$ cat src/hdl/sld_pkg.sv
// shared types, constants and helpers of the sarsa lambda update block
`timescale 1ns / 1ps
package sld_pkg;

  localparam int Q_W        = 32;
  localparam int FAC_W      = 17;
  localparam int IN_S_W     = 4;
  localparam int IN_A_W     = 2;
  localparam int CFG_IDX_W  = 3;
  localparam int CFG_DATA_W = 32;
  localparam int SUM_W      = 56;

  localparam logic [CFG_IDX_W-1:0] REG_DISCOUNT  = 3'd0;
  localparam logic [CFG_IDX_W-1:0] REG_STEP_SIZE = 3'd1;
  localparam logic [CFG_IDX_W-1:0] REG_BASELINE  = 3'd2;
  localparam logic [CFG_IDX_W-1:0] REG_PRIOR     = 3'd3;
  localparam logic [CFG_IDX_W-1:0] REG_INIT      = 3'd4;

  localparam logic [FAC_W-1:0] DISCOUNT_RST  = 17'd62259;
  localparam logic [FAC_W-1:0] STEP_SIZE_RST = 17'd6554;
  localparam logic [Q_W-1:0]   PRIOR_RST     = 32'd65536;
  localparam logic [FAC_W-1:0] ONE_Q16       = 17'd65536;
  localparam logic [Q_W-1:0]   CNT_MAX       = 32'hFFFF_FFFF;
  localparam logic [Q_W-1:0]   CNT_STEP      = 32'd65536;

  localparam logic signed [SUM_W-1:0] SAT_HI = 56'sd2147483647;
  localparam logic signed [SUM_W-1:0] SAT_LO = -56'sd2147483648;

  typedef struct packed {
    logic cfg_we;
    logic clr_go;
    logic clr_val;
    logic clr_cnt;
    logic clr_tr;
    logic latch;
    logic mul;
    logic tdsum;
    logic swp_go;
    logic fin;
  } cmd_t;

  typedef struct packed {
    logic have_last;
    logic clr_done;
    logic div_done;
    logic swp_done;
  } sts_t;

  function automatic logic signed [Q_W-1:0] sat32(input logic signed [SUM_W-1:0] v);
    logic signed [Q_W-1:0] r;
    if (v > SAT_HI) begin
      r = SAT_HI[Q_W-1:0];
    end else if (v < SAT_LO) begin
      r = SAT_LO[Q_W-1:0];
    end else begin
      r = v[Q_W-1:0];
    end
    return r;
  endfunction

endpackage

$ cat src/hdl/sld_ctrl.sv
// sequencer for clearing passes and the per-item update steps
`timescale 1ns / 1ps
module sld_ctrl import sld_pkg::*; (
  input  logic                 clk,
  input  logic                 rst_n,
  input  logic                 start,
  input  logic                 cfg_valid,
  input  logic [CFG_IDX_W-1:0] cfg_index,
  input  sts_t                 sts,
  output cmd_t                 cmd,
  output logic                 busy,
  output logic                 cfg_ready,
  output logic                 out_valid
);

  typedef enum logic [3:0] {
    S_RST, S_CLR, S_IDLE, S_RD, S_MUL, S_TD, S_DIV, S_SWG, S_SWP, S_OUT
  } state_t;

  state_t state_r, state_nxt;
  logic   out_valid_r;
  logic   cfg_wr;
  logic   accept;

  assign busy      = state_r != S_IDLE;
  assign cfg_ready = (state_r == S_IDLE) && !start;
  assign cfg_wr    = cfg_valid && cfg_ready;
  assign accept    = start && !busy;

  always_comb begin
    cmd       = '0;
    state_nxt = state_r;
    unique case (state_r)
      S_RST: begin
        cmd.clr_go  = 1'b1;
        cmd.clr_val = 1'b1;
        cmd.clr_cnt = 1'b1;
        cmd.clr_tr  = 1'b1;
        state_nxt   = S_CLR;
      end
      S_CLR: begin
        if (sts.clr_done) state_nxt = S_IDLE;
      end
      S_IDLE: begin
        cmd.cfg_we = cfg_wr;
        if (cfg_wr && (cfg_index == REG_PRIOR || cfg_index == REG_INIT)) begin
          cmd.clr_go  = 1'b1;
          cmd.clr_cnt = cfg_index == REG_PRIOR;
          cmd.clr_val = cfg_index == REG_INIT;
          state_nxt   = S_CLR;
        end else if (accept) begin
          cmd.latch = 1'b1;
          state_nxt = sts.have_last ? S_RD : S_OUT;
        end
      end
      S_RD:  state_nxt = S_MUL;
      S_MUL: begin
        cmd.mul   = 1'b1;
        state_nxt = S_TD;
      end
      S_TD: begin
        cmd.tdsum = 1'b1;
        state_nxt = S_DIV;
      end
      S_DIV: begin
        if (sts.div_done) state_nxt = S_SWG;
      end
      S_SWG: begin
        cmd.swp_go = 1'b1;
        state_nxt  = S_SWP;
      end
      S_SWP: begin
        if (sts.swp_done) state_nxt = S_OUT;
      end
      S_OUT: begin
        cmd.fin   = 1'b1;
        state_nxt = S_IDLE;
      end
      default: state_nxt = S_RST;
    endcase
  end

  always_ff @(posedge clk) begin
    if (!rst_n) begin
      state_r     <= S_RST;
      out_valid_r <= 1'b0;
    end else begin
      state_r     <= state_nxt;
      out_valid_r <= state_r == S_OUT;
    end
  end

  assign out_valid = out_valid_r;

endmodule

$ cat config.mk
export PLATFORM = sky130hd
export DESIGN_NAME = sld_ctrl
export DESIGN_NICKNAME = d
export VERILOG_FILES = /design/src/hdl/sld_pkg.sv /design/src/hdl/sld_ctrl.sv
export SDC_FILE = /design/constraint.sdc
export NUM_CORES = 1
export LEC_CHECK = 0
export ABC_AREA = 1
export CORE_AREA = 4 4 41 43
export DETAILED_ROUTE_END_ITERATION = 6
export DIE_AREA = 0 0 45 47
export DONT_BUFFER_PORTS = 1
export PLACE_DENSITY = 0.54
export SLEW_MARGIN = 10
export SYNTH_ARGS = -nofsm -noshare
export SYNTH_HDL_FRONTEND = slang
export SYNTH_SLANG_ARGS = --single-unit
export TNS_END_PERCENT = 20
$ cat constraint.sdc
create_clock -name clk -period 2.3 [get_ports clk]
set_clock_uncertainty 0.05 [all_clocks]
set_input_delay 0.23 -clock clk [delete_from_list [all_inputs] [get_ports clk]]
set_output_delay 0.23 -clock clk [all_outputs]
set_load 0.03 [all_outputs]
==> results.md, run 1 <==
Status:
- The flow ran to the end, and the final reports show no timing, DRC or antenna violations.

Floorplan:
- The number of placed I/O pins is 24.
- The die area is about 2100 um^2.
- The region available for standard cell placement spans ~1300 um^2.
- The row count is 13.
- The die height is approximately 47 um.
- The initial standard-cell utilization of the core is 0.360.
- In this run the horizontal extent of the chip is between 40 and 50 um.

Timing:
- Setup repair after global routing left no endpoint under its margin.
- The worst path in the final design needs a cycle of 1.93 ns, including I/O delays and setup.
- In the final timing run, aggregate negative setup slack is 0 ns.
- The share of the cycle needed by the critical path after routing is 0.841.
- At the pin with the least slew margin, the transition time is ~0.55 ns.
- The number of endpoints failing setup at the final stage is 0.
- The number of max-slew violations in the final report is 0.
- The max-slew headroom at the worst pin is 0.634.
- The worst hold slack is 0.0577 ns.
- The peak clock frequency supported by timing is slightly above 0.5 GHz.
- The count of endpoints failing hold in the final timing report is 0.

Global route:
- Entering global routing, the biggest net connects 9 pins.
- The number of global-route vias before repair is ~500.
- The initial antenna violation count came to 0.
- In the global route stage, overall resource usage came out at 0.127.
- The first global-routing pass estimated slightly below 2 mm of wire.
- The residual overflow from global routing is 0.

Finish:
- For this run, the post-layout net count is 96.
- The area growth from synthesis to layout is 15.2%.
- The number of inserted diodes is 0.
- Of the cells placed in the final design, the portion with a size suffix greater than 1 is 0.286.

Detailed routing:
- The number of DRC violations after detailed routing is 0.
- After the first detailed-routing iteration, the DRC count stood at 10.
- The routed wire length per instance is around 11 um.
- The number of iterations in the first detailed-routing pass is 4.
- The remaining antenna violation count after routing is 0.
- The routed via count divided by cell count is 4.91.
- The overall via count from detail_route is 486.
- The total wire length is approximately 1.1 mm.

Worst setup path:
- The worst setup path is captured at a primary output.
- The critical path startpoint is state_r[1].
- In this run the critical register-to-register path is launched from state_r[1].
- The required time of the critical path is between 2 and 2.5 ns.
- The worst setup path is launched from a flip-flop.
- The arrival time at the worst endpoint is ~1.7 ns.
- The worst setup path is of the reg2out kind.
- Of all nets on the critical path, the largest fanout is 6.
- The worst setup path endpoint is cmd[7].
- The endpoint identified for the worst register-to-register timing path is state_r[1].
- The worst register-to-register path has a depth of 9.
- The register-to-register setup slack is ~0.81 ns.

Synthesis:
- Yosys mapped a number of flops with a built-in enable equal to 0.
- After synthesis, the cell types taking the most area are sky130_fd_sc_hd__dfxtp_1 (21%), sky130_fd_sc_hd__nand2_1 (11%), sky130_fd_sc_hd__inv_1 (10%), sky130_fd_sc_hd__nor2_4 (7.2%), sky130_fd_sc_hd__nor2_1 (6.4%).
- The net count of the mapped netlist is 87.
- The mean area per synthesized cell is between 6 and 7 um^2.
- The leading area contributor after synthesis is sky130_fd_sc_hd__dfxtp_1.
- The share of the Yosys chip area taken by registers is 0.214.
- The proportion of synthesized flip-flops having asynchronous set or reset is 0.
- The cell area that synthesis handed to floorplanning was roughly 470 um^2.
- By count the netlist is led by sky130_fd_sc_hd__nand2_1 (14), sky130_fd_sc_hd__inv_1 (13), sky130_fd_sc_hd__nor2_1 (8).
- Of the post-synthesis cell area, the dominant cell type holds 0.214.
- During synthesis, Yosys emitted a total of 0 warnings.
- The post-synthesis register bit count is 5.
- The most used flip-flop cell after synthesis is sky130_fd_sc_hd__dfxtp_1.
- Synthesis produced 76 cells.
- The most numerous cell in the Yosys netlist is sky130_fd_sc_hd__nand2_1.
- The count of cell types in the netlist is 21.

CTS:
- The root buffer selected by CTS is sky130_fd_sc_hd__clkbuf_4.
- The hold buffer count at CTS is 0.
- Counting the buffers created by CTS gives 3.
- The number of buffers inserted to repair setup after CTS is 0.
- The number of H-tree levels is 1.
- The buffer depth of the longest clock path is 2.
- The clock-pin slew of the registers on the worst-case setup and hold paths is around 0.050 ns.
- At the later pin of the worst-skew pair, clock insertion delay measures 0.24 ns.
- The total of cells resized after clock tree synthesis is 0.
- The clock net sink count is 5.
- The TritonCTS clock tree is yes.

Placement:
- The global placer's final weighted congestion is roughly 0.78.
- The count of buffers added on input and output ports is 0.
- The half-perimeter wire length after detailed placement is about 950 um.

Hold path:
- In this run the most critical hold path is launched from rst_n.
- The tightest min-delay check is of the in2reg type.

Power and ir drop:
- For this design the static power due to leakage is roughly 0.27 nW.
- The worst-case IR drop observed on VDD is roughly 0.00044 V.
- Total power for the finished layout comes to ~0.00057 W.
- The total power per unit cell area is about 1100 nW/um^2.

Run:
- The total of max-cap violations is 0.
-- worst min path at each step --
stage | to | slack [ns] | cells past startpoint
3_5_place_dp | state_r[0] | 0.31 | 2
4_1_cts | state_r[0] | 0.05 | 2
5_1_grt | state_r[0] | 0.07 | 2
2_1_floorplan | state_r[0] | 0.31 | 2
3_3_place_gp | state_r[0] | 0.31 | 2
6_report | state_r[0] | 0.06 | 2
-- cell families after synthesis --
logic type      count (synthesis)  synth area share
simple gates                   41             0.487
flops                           5             0.214
buf+inv                        19             0.168
compound gates                 11             0.131
-- cell usage in the layout, fill, tap and decap left out --
master / synthesis / final
sky130_fd_sc_hd__nor2_4: 3 / 3
sky130_fd_sc_hd__nand3_1: 3 / 3
sky130_fd_sc_hd__inv_2: 4 / 4
sky130_fd_sc_hd__clkinv_1: 1 / 1
sky130_fd_sc_hd__nand3_4: 1 / 1
sky130_fd_sc_hd__nor3_1: 1 / 1
sky130_fd_sc_hd__clkbuf_1: 0 / 1
sky130_fd_sc_hd__o21ai_0: 4 / 4
sky130_fd_sc_hd__nand3b_1: 1 / 1
sky130_fd_sc_hd__a21oi_2: 1 / 1
sky130_fd_sc_hd__a31oi_1: 2 / 2
sky130_fd_sc_hd__nand3_2: 1 / 1
sky130_fd_sc_hd__nand2_1: 14 / 14
sky130_fd_sc_hd__inv_1: 13 / 13
sky130_fd_sc_hd__dfxtp_1: 5 / 5
sky130_fd_sc_hd__nor4_1: 1 / 1
sky130_fd_sc_hd__buf_4: 0 / 5
sky130_fd_sc_hd__nor2_2: 3 / 3
sky130_fd_sc_hd__nand2_2: 3 / 3
sky130_fd_sc_hd__a21oi_1: 4 / 4
sky130_fd_sc_hd__nand4_1: 2 / 2
sky130_fd_sc_hd__clkbuf_4: 0 / 3
sky130_fd_sc_hd__nor2_1: 8 / 8
-- flip-flops by register name, summed over array words and instances, names as in the netlist --
register and cells:
state_r 4, out_valid 1
-- area by class of cell --
| cell class | instances | area, um^2 |
|---|---|---|
| fill | 148 | 762 |
| multi-input combinational | 52 | 289 |
| sequential | 5 | 100 |
| inverter | 18 | 67.6 |
| timing repair buffer | 5 | 37.5 |
| clock buffer | 4 | 26.3 |
| tap | 15 | 18.8 |
-- routing by layer --
layer | routed length [um] | GRT usage | up-vias
met2 | 521 | 0.212 | 19
li1 | - | - | 250
met3 | 83 | 0.0383 | 2
met5 | 0 | 0 | -
met4 | 4 | 0.0585 | 0
met1 | 493 | 0.150 | 215
-- worst max-delay path, stage by stage (launching register included) --
cell and delay (ns):
sky130_fd_sc_hd__dfxtp_1 0.42, sky130_fd_sc_hd__inv_2 0.09, sky130_fd_sc_hd__nor2_4 0.13, sky130_fd_sc_hd__nand3_4 0.10, sky130_fd_sc_hd__nor2_4 0.23, sky130_fd_sc_hd__inv_1 0.08
sky130_fd_sc_hd__o21ai_0 0.16, sky130_fd_sc_hd__buf_4 0.19
-- metrics by stage --
step / instances / worst slack (ns) / util / cell area [um^2]
after floorplan: 76 / 0.363 / - / 468
after global placement: 95 / 0.640 / 0.394 / 513
after detailed placement: 95 / 0.616 / 0.394 / 513
after CTS: 99 / 0.351 / 0.414 / 539
after global routing: 99 / 0.161 / 0.414 / 539
final: 99 / 0.367 / 0.414 / 539
-- report_power, final --
part	internal, W	total [W]	switching [W]
logic	0.0000938	0.000329	0.000235
clock network	0.0000658	0.000105	0.0000396
registers	0.000102	0.000134	0.0000313
Note: power is estimated with default switching activity, not from simulation.
==> run 2, diff against run 1 <==
--- a/config.mk
+++ b/config.mk
@@ -5,7 +5,7 @@
 export SDC_FILE = /design/constraint.sdc
 export NUM_CORES = 1
 export LEC_CHECK = 0
-export ABC_AREA = 1
+export ABC_AREA = 0
 export CORE_AREA = 4 4 41 43
 export DETAILED_ROUTE_END_ITERATION = 6
 export DIE_AREA = 0 0 45 47
==> constraint.sdc (replaced) <==
create_clock -name clk -period 1.95 [get_ports clk]
set_clock_uncertainty 0.05 [all_clocks]
set_input_delay 0.195 -clock clk [delete_from_list [all_inputs] [get_ports clk]]
set_output_delay 0.195 -clock clk [all_outputs]
set_load 0.03 [all_outputs]
==> results.md, run 2 <==
Synthesis:
- Post-synth top cells: sky130_fd_sc_hd__nand2_1 (7), sky130_fd_sc_hd__nor2_1 (7), sky130_fd_sc_hd__dfxtp_1 (5), sky130_fd_sc_hd__inv_1 (5), sky130_fd_sc_hd__o21ai_0 (5) (was sky130_fd_sc_hd__nand2_1 (14), sky130_fd_sc_hd__inv_1 (13), sky130_fd_sc_hd__nor2_1 (8)).
- The number of enable flip-flop cells after synthesis is 0 (unchanged).
- The number of standard cells after synthesis is 66 (was 76).
- The proportion of synthesized chip area in sequential cells is 0.212 (was 0.214).
- The fraction of synthesized cell area taken by the top area cell type is 0.212 (was 0.214).
- The count of cell types in the netlist is 30 (was 21).
- The count of warnings emitted by yosys is 0 (unchanged).
- Ranking of synthesized cells by area: sky130_fd_sc_hd__dfxtp_1 (21%), sky130_fd_sc_hd__nor4bb_1 (6.4%), sky130_fd_sc_hd__nand2_1 (5.6%), sky130_fd_sc_hd__nor2_1 (5.6%), sky130_fd_sc_hd__o21ai_0 (5.3%) (was sky130_fd_sc_hd__dfxtp_1 (21%), sky130_fd_sc_hd__nand2_1 (11%), sky130_fd_sc_hd__inv_1 (10%), sky130_fd_sc_hd__nor2_4 (7.2%), sky130_fd_sc_hd__nor2_1 (6.4%)).
- The post-synthesis register bit count is 5 (unchanged).
- The mean area per synthesized cell came to 7.15 um^2 (was 6.16 um^2).
- The net count of the mapped netlist is 77 (was 87).
- The leading area contributor after synthesis is sky130_fd_sc_hd__dfxtp_1 (unchanged).
- The area of the mapped netlist came to 472 um^2 (was 468 um^2).
- The most used flip-flop cell after synthesis is sky130_fd_sc_hd__dfxtp_1 (unchanged).
- The proportion of synthesized flip-flops having asynchronous set or reset is 0 (unchanged).

Hold path:
- The kind of path behind the tightest hold check is in2reg (unchanged).
- The worst hold path depth was 1 (was 2).

Detailed routing:
- The remaining antenna violation count after routing is 0 (unchanged).
- The total wire length is 1.28 mm (was 1.10 mm).
- The overall via count from detail_route is 512 (was 486).
- The number of DRC violations after detailed routing is 0 (unchanged).
- The initial DRC count is 12 (was 10).
- The number of iterations in the first detailed-routing pass is 4 (unchanged).
- The routed wire length per instance is 14.0 um (was 11.1 um).
- The routed via count divided by cell count is 5.63 (was 4.91).

Timing:
- Of the available clock period, the critical path in the final layout requires 0.982.
- The number of endpoints failing setup at the final stage came to 0 (unchanged).
- Timing would allow up to around 0.52 GHz.
- The actual slew at the worst max-slew pin is 0.452 ns (was 0.547 ns).
- For the finished layout, the period the worst path requires is 1.91 ns.
- The number of max-slew violations in the final report came to 0 (unchanged).
- The max-slew headroom at the worst pin came to 0.694 (was 0.634).
- RSZ-0062 raised after global routing: false (unchanged).
- The count of endpoints failing hold in the final timing report was 0 (unchanged).

Global route:
- The global-route wire length before repair came to 2.01 mm (was 1.97 mm).
- The number of global-route vias before repair is 462 (was 490).
- The overall routing resource usage was 0.136 (was 0.127).
- The maximum number of pins on one net before global-route repair is 12 (was 9).
- The residual overflow from global routing was 0 (unchanged).
- The initial antenna violation count is 0 (unchanged).

Placement:
- The total of buffers placed on input and output ports is 0 (unchanged).
- The half-perimeter wire length after detailed placement came to 987 um (was 955 um).
- The cell area after placement was 594 um^2 (was 513 um^2).
- The global placer's final weighted congestion came to 0.724 (was 0.780).

Power and ir drop:
- The total power is 0.00100 W (was 0.000568 W).
- The static leakage came to 0.269 nW (was 0.270 nW).
- The worst vdd rail ir drop is 0.000564 V (was 0.000442 V).
- The total power per unit cell area is 1590 nW/um^2 (was 1050 nW/um^2).

Finish:
- The final-stage net count is 88 (was 96).
- The register with the most flip-flops is state_r (unchanged).
- The post-route cell area is 632 um^2 (was 539 um^2).
- The fraction of final layout cells with drive strength greater than 1 is 0.303 (was 0.286).
- The number of inserted diodes is 0 (unchanged).
- Highest-count cells in the layout ignoring fill and taps: sky130_fd_sc_hd__buf_4 (11), sky130_fd_sc_hd__nor2_1 (6), sky130_fd_sc_hd__nand2_1 (6) (was sky130_fd_sc_hd__nand2_1 (14), sky130_fd_sc_hd__inv_1 (13), sky130_fd_sc_hd__nor2_1 (8)).
- The number of flip-flops under the largest register name is 4 (unchanged).
- The growth of design area from synthesis to finish was 34.0% (was 15.2%).
- The leading cell type in the layout, fill and taps excluded is sky130_fd_sc_hd__buf_4 (was sky130_fd_sc_hd__nand2_1).

CTS:
- The hold buffer count at CTS was 0 (unchanged).
- The source-to-sink clock delay at the later pin of the worst-skew pair is 0.24 ns (about the same).
- The buffer depth of the longest clock path was 2 (unchanged).
- The TritonCTS clock tree was yes (unchanged).
- The number of H-tree levels came to 1 (unchanged).
- The clock-pin slew of the registers on the worst-case setup and hold paths is 0.05 ns (about the same).
- The clock net sink count was 5 (unchanged).
- The number of buffers created by CTS is 3 (unchanged).
- The root buffer selected by CTS is sky130_fd_sc_hd__clkbuf_4 (unchanged).

Worst setup path:
- The biggest fanout along the worst timing path is 5 (was 6).
- The arrival time at the worst endpoint is 2.02 ns (was 1.65 ns).
- The type of the worst setup path is reg2reg (was reg2out).
- The kind of launch point of the worst setup path is a flip-flop (unchanged).
- The required time of the critical path was 2.05 ns (was 2.02 ns).
- List of cells traversed by the critical path: or4b_4 -> or4_4 -> and3_4 -> o32ai_2 (was inv_2 -> nor2_4 -> nand3_4 -> nor2_4 -> inv_1 -> o21ai_0 -> buf_4).
- The endpoint kind of the worst setup timing path is a flip-flop (was primary output).
- The number of cells on the worst reg-to-reg path is 4 (was 9).
- The longest individual stage delay on the worst path was 0.59 ns (was 0.42 ns).
- The master of the slowest instance on the critical path is sky130_fd_sc_hd__or4b_4 (was sky130_fd_sc_hd__dfxtp_1).

Floorplan:
- The row count was 13 (unchanged).
- The number of placed I/O pins is 24 (unchanged).
- The die height is 47 um (unchanged).
- The horizontal extent of the die is 45 um (unchanged).
- The die area is 2120 um^2 (unchanged).
- The initial standard-cell utilization of the core is 0.362 (was 0.360).
- The total core area is 1300 um^2 (unchanged).

Run:
- The total of max-cap violations is 0 (unchanged).

Status:
- Run status: complete, no violations (unchanged).
[run 2: cell count changes in the layout (fill, tap and decap cells not counted), sizes merged, moves of 3 or more]
cell / delta
and2: +3
nor2: -7
buf: +6
nand2: -10
nand3: -5
inv: -12
nor4bb: +3
a21oi: -4
[run 2: timing repair]
action / in CTS / in global routing
resized for setup: 3 / 0
setup buffers: 1 / 0
endpoints found under the setup margin: 4 / 0
[run 2: cells by family after synthesis]
kind of cell	Yosys count	synth area share
AOI/OAI and AO/OA	14	0.215
and+or+nand+nor	37	0.491
buffers and inverters	10	0.0822
DFF	5	0.212
[run 2: critical path: cells and delay by family, from the launching register on]
family,cells,cell delay [ns]
AO/OA/AOI/OAI,1,0.18
flip-flops,1,0.31
AND/OR/NAND/NOR,3,1.30
[run 2: where the power goes]
group	total (W)	switching [W]	internal [W]
registers	0.000149	0.0000169	0.000132
logic	0.000735	0.000487	0.000248
clock network	0.000119	0.0000417	0.0000773
[run 2: area by class of cell]
cell class / instances / area [um^2]
fill: 142 / 669
clock buffer: 4 / 26.3
tap: 15 / 18.8
inverter: 5 / 18.8
timing repair buffer: 11 / 82.6
sequential: 5 / 100
multi-input combinational: 51 / 385
[run 2: per-stage QoR]
| stage | setup TNS [ns] | utilization | hold WS, ns | worst slack [ns] | cells |
|---|---|---|---|---|---|
| 6_report | 0 | 0.486 | 0.0248 | 0.0356 | 91 |
| 5_1_grt | 0 | 0.486 | 0.0227 | 0.00416 | 91 |
| 4_1_cts | 0 | 0.486 | 0.0145 | 0.0443 | 91 |
| 3_5_place_dp | 0 | 0.457 | 0.273 | 0.0496 | 87 |
| 3_3_place_gp | 0 | 0.457 | 0.273 | 0.0755 | 87 |
| 2_1_floorplan | -0.00766 | - | 0.261 | -0.00538 | 66 |
[run 2: path summary, 6_finish.rpt]
kind         startpoint          to  slack [ns]
min               rst_n   out_valid        0.02
max          state_r[2]  state_r[1]        0.04
max reg2reg  state_r[2]  state_r[1]        0.04
min reg2reg  state_r[0]  state_r[0]        0.60
[run 2: layer usage]
layer  global-route usage  vias up  part of all wire
met4               0.0877        0             0.013
met5                    0        -                 0
li1                     -      259                 -
met2                0.203       15              0.47
met3               0.0460        2             0.070
met1                0.165      236              0.45
==> run 3, diff against run 2 <==
--- a/config.mk
+++ b/config.mk
@@ -6,9 +6,9 @@
 export NUM_CORES = 1
 export LEC_CHECK = 0
 export ABC_AREA = 0
-export CORE_AREA = 4 4 41 43
+export CORE_AREA = 2 2 39 41
 export DETAILED_ROUTE_END_ITERATION = 6
-export DIE_AREA = 0 0 45 47
+export DIE_AREA = 0 0 41 43
 export DONT_BUFFER_PORTS = 1
 export PLACE_DENSITY = 0.54
 export SLEW_MARGIN = 10
==> results.md, run 3 (synthesis gave the netlist of run 2 again) <==
Run:
- The total of max-cap violations is 0 (unchanged).

Placement:
- The total of buffers placed on input and output ports came to 0 (unchanged).
- The number of placed instances, taps included is 88 (was 87).
- The half-perimeter wire length after detailed placement is 951 um (was 987 um).
- The global placer's final weighted congestion is 0.735 (was 0.724).

Finish:
- Highest-count cells in the layout ignoring fill and taps: sky130_fd_sc_hd__buf_4 (10), sky130_fd_sc_hd__nor2_1 (6), sky130_fd_sc_hd__nand2_1 (6) (was sky130_fd_sc_hd__buf_4 (11), sky130_fd_sc_hd__nor2_1 (6), sky130_fd_sc_hd__nand2_1 (6)).
- The register with the most flip-flops is state_r (unchanged).
- The number of inserted diodes is 0 (unchanged).
- The final-stage net count is 87 (was 88).
- The filler cell count in the final layout is 142 (unchanged).
- The leading cell type in the layout, fill and taps excluded is sky130_fd_sc_hd__buf_4 (unchanged).
- The growth of design area from synthesis to finish is 32.6% (was 34.0%).
- The fraction of final layout cells with drive strength greater than 1 is 0.293 (was 0.303).
- The count of non-filler cells in the finished layout was 91 (unchanged).
- The number of flip-flops under the largest register name was 4 (unchanged).

Worst setup path:
- The critical register-to-register path endpoint is state_r[1] (unchanged).
- The number of cells on the worst reg-to-reg path is 4 (unchanged).
- The biggest fanout along the worst timing path was 5 (unchanged).
- The required time of the critical path is 2.06 ns (was 2.05 ns).
- The register-to-register setup slack is 0.05 ns (was 0.04 ns).
- List of cells traversed by the critical path: or4b_4 -> or4_4 -> and3_4 -> o32ai_2 (unchanged).
- The longest individual stage delay on the worst path is 0.58 ns (was 0.59 ns).
- The worst setup path endpoint was state_r[1] (unchanged).
- The kind of launch point of the worst setup path is a flip-flop (unchanged).
- The master of the slowest instance on the critical path was sky130_fd_sc_hd__or4b_4 (unchanged).
- The launch instance of the worst register-to-register path is state_r[2] (unchanged).
- The type of the worst setup path is reg2reg (unchanged).
- The arrival time at the worst endpoint is 2.01 ns (was 2.02 ns).
- The endpoint kind of the worst setup timing path was a flip-flop (unchanged).
- The critical path startpoint is state_r[2] (unchanged).

CTS:
- The clock net sink count is 5 (unchanged).
- The root buffer selected by CTS was sky130_fd_sc_hd__clkbuf_4 (unchanged).
- The number of buffers created by CTS is 3 (unchanged).
- The clock-pin slew of the registers on the worst-case setup and hold paths is 0.04 ns (was 0.05 ns).
- The hold buffer count at CTS is 0 (unchanged).
- The buffer depth of the longest clock path is 2 (unchanged).
- The number of H-tree levels was 1 (unchanged).
- The TritonCTS clock tree is yes (unchanged).
- The source-to-sink clock delay at the later pin of the worst-skew pair is 0.24 ns (about the same).

Detailed routing:
- The total wire length was 1.21 mm (was 1.28 mm).
- The initial DRC count is 4 (was 12).
- The number of DRC violations after detailed routing is 0 (unchanged).
- The overall via count from detail_route is 504 (was 512).
- The remaining antenna violation count after routing is 0 (unchanged).
- The routed wire length per instance is 13.2 um (was 14.0 um).
- The number of iterations in the first detailed-routing pass was 2 (was 4).
- The routed via count divided by cell count came to 5.54 (was 5.63).

Global route:
- The residual overflow from global routing is 0 (unchanged).
- The maximum number of pins on one net before global-route repair is 12 (unchanged).
- The number of global-route vias before repair was 492 (was 462).
- The overall routing resource usage is 0.157 (was 0.136).
- The initial antenna violation count came to 0 (unchanged).
- The global-route wire length before repair was 1.89 mm (was 2.01 mm).

Power and ir drop:
- The internal cell power came to 0.000451 W (was 0.000457 W).
- The net switching power was 0.000538 W (was 0.000546 W).
- The portion of total power attributed to the clock network is 0.122 (was 0.119).
- The share of total power in combinational logic was 0.729 (was 0.733).
- The switching share of power is 0.544 (about the same).
- The sequential power share is 0.150 (was 0.148).
- The static leakage is 0.264 nW (was 0.269 nW).
- The worst vdd rail ir drop came to 0.00108 V (was 0.000564 V).
- The total power per unit cell area came to 1580 nW/um^2 (was 1590 nW/um^2).

Timing:
- The share of the cycle needed by the critical path after routing is 0.976 (was 0.982).
- The time the worst path needs with I/O delays and setup is 1.90 ns (was 1.91 ns).
- The actual slew at the worst max-slew pin is 0.486 ns (was 0.452 ns).
- The peak clock frequency supported by timing is 0.525 GHz (was 0.522 GHz).
- The number of endpoints failing setup at the final stage is 0 (unchanged).
- The count of endpoints failing hold in the final timing report was 0 (unchanged).
- The number of max-slew violations in the final report is 0 (unchanged).
- The worst hold slack is 0.0274 ns (was 0.0248 ns).
- The aggregate negative setup slack is 0 ns (unchanged).
- The max-slew headroom at the worst pin is 0.671 (was 0.694).
- RSZ-0062 raised after global routing: false (unchanged).

Floorplan:
- The horizontal extent of the die is 41 um (was 45 um).
- The number of placed I/O pins is 24 (unchanged).
- The total core area is 1380 um^2 (was 1300 um^2).
- The initial standard-cell utilization of the core was 0.341 (was 0.362).
- The die area was 1760 um^2 (was 2120 um^2).
- The row count is 14 (was 13).
- The die height came to 43 um (was 47 um).

Hold path:
- The kind of path behind the tightest hold check is in2reg (unchanged).

Status:
- Run status: complete, no violations (unchanged).
[run 3: layout make-up]
| cell class | count | area [um^2] | share of cell area |
|---|---|---|---|
| Clock buffer | 4 | 26.3 | 0.0420 |
| Timing Repair Buffer | 10 | 75.1 | 0.120 |
| Multi-Input combinational cell | 51 | 385 | 0.616 |
| Tap cell | 16 | 20.0 | 0.0320 |
| Inverter | 5 | 18.8 | 0.0300 |
| Sequential cell | 5 | 100 | 0.160 |
[run 3: worst min-delay path by stage]
stage,from,to,slack [ns],depth (start not counted)
finish,rst_n,out_valid,0.03,1
global route,rst_n,out_valid,0.02,1
CTS,rst_n,out_valid,0.02,1
detailed placement,rst_n,out_valid,0.28,1
global placement,rst_n,out_valid,0.27,1
floorplan,rst_n,state_r[2],0.26,2
[run 3: routing by layer]
layer / track usage / vias up / share of wire
met5: 0 / - / 0
met4: 0.100 / 0 / 0.011
met3: 0.0157 / 2 / 0.040
met2: 0.241 / 14 / 0.50
met1: 0.199 / 229 / 0.45
li1: - / 259 / -
[run 3: critical path: cells and delay by family (launching register included)]
family	cells	cell delay [ns]
AND/OR/NAND/NOR	3	1.29
flip-flops	1	0.30
AO/OA/AOI/OAI	1	0.18
[run 3: through the flow]
stage,worst slack (ns),instance area (um^2),total power [W],util
final,0.0467,626,0.000989,0.452
after global routing,0.00191,626,0.00106,0.452
after CTS,0.0391,626,0.00100,0.452
after detailed placement,0.0542,596,0.000870,0.430
after global placement,0.0618,596,0.000872,0.430
after floorplan,-0.00538,519,0.000760,-
[run 3: repair_timing]
item	in CTS	in global routing
endpoints found under the setup margin	4	0
endpoints found under the hold margin	0	0
buffers inserted	0	0
resized for setup	3	0
[run 3: power by group through the flow]
stage	combinational [W]	sequential (W)	clock (W)
2_1_floorplan	0.000615	0.000145	0
3_3_place_gp	0.000725	0.000148	0
3_5_place_dp	0.000722	0.000148	0
4_1_cts	0.000725	0.000148	0.000128
5_1_grt	0.000775	0.000151	0.000133
6_report	0.000721	0.000148	0.000120
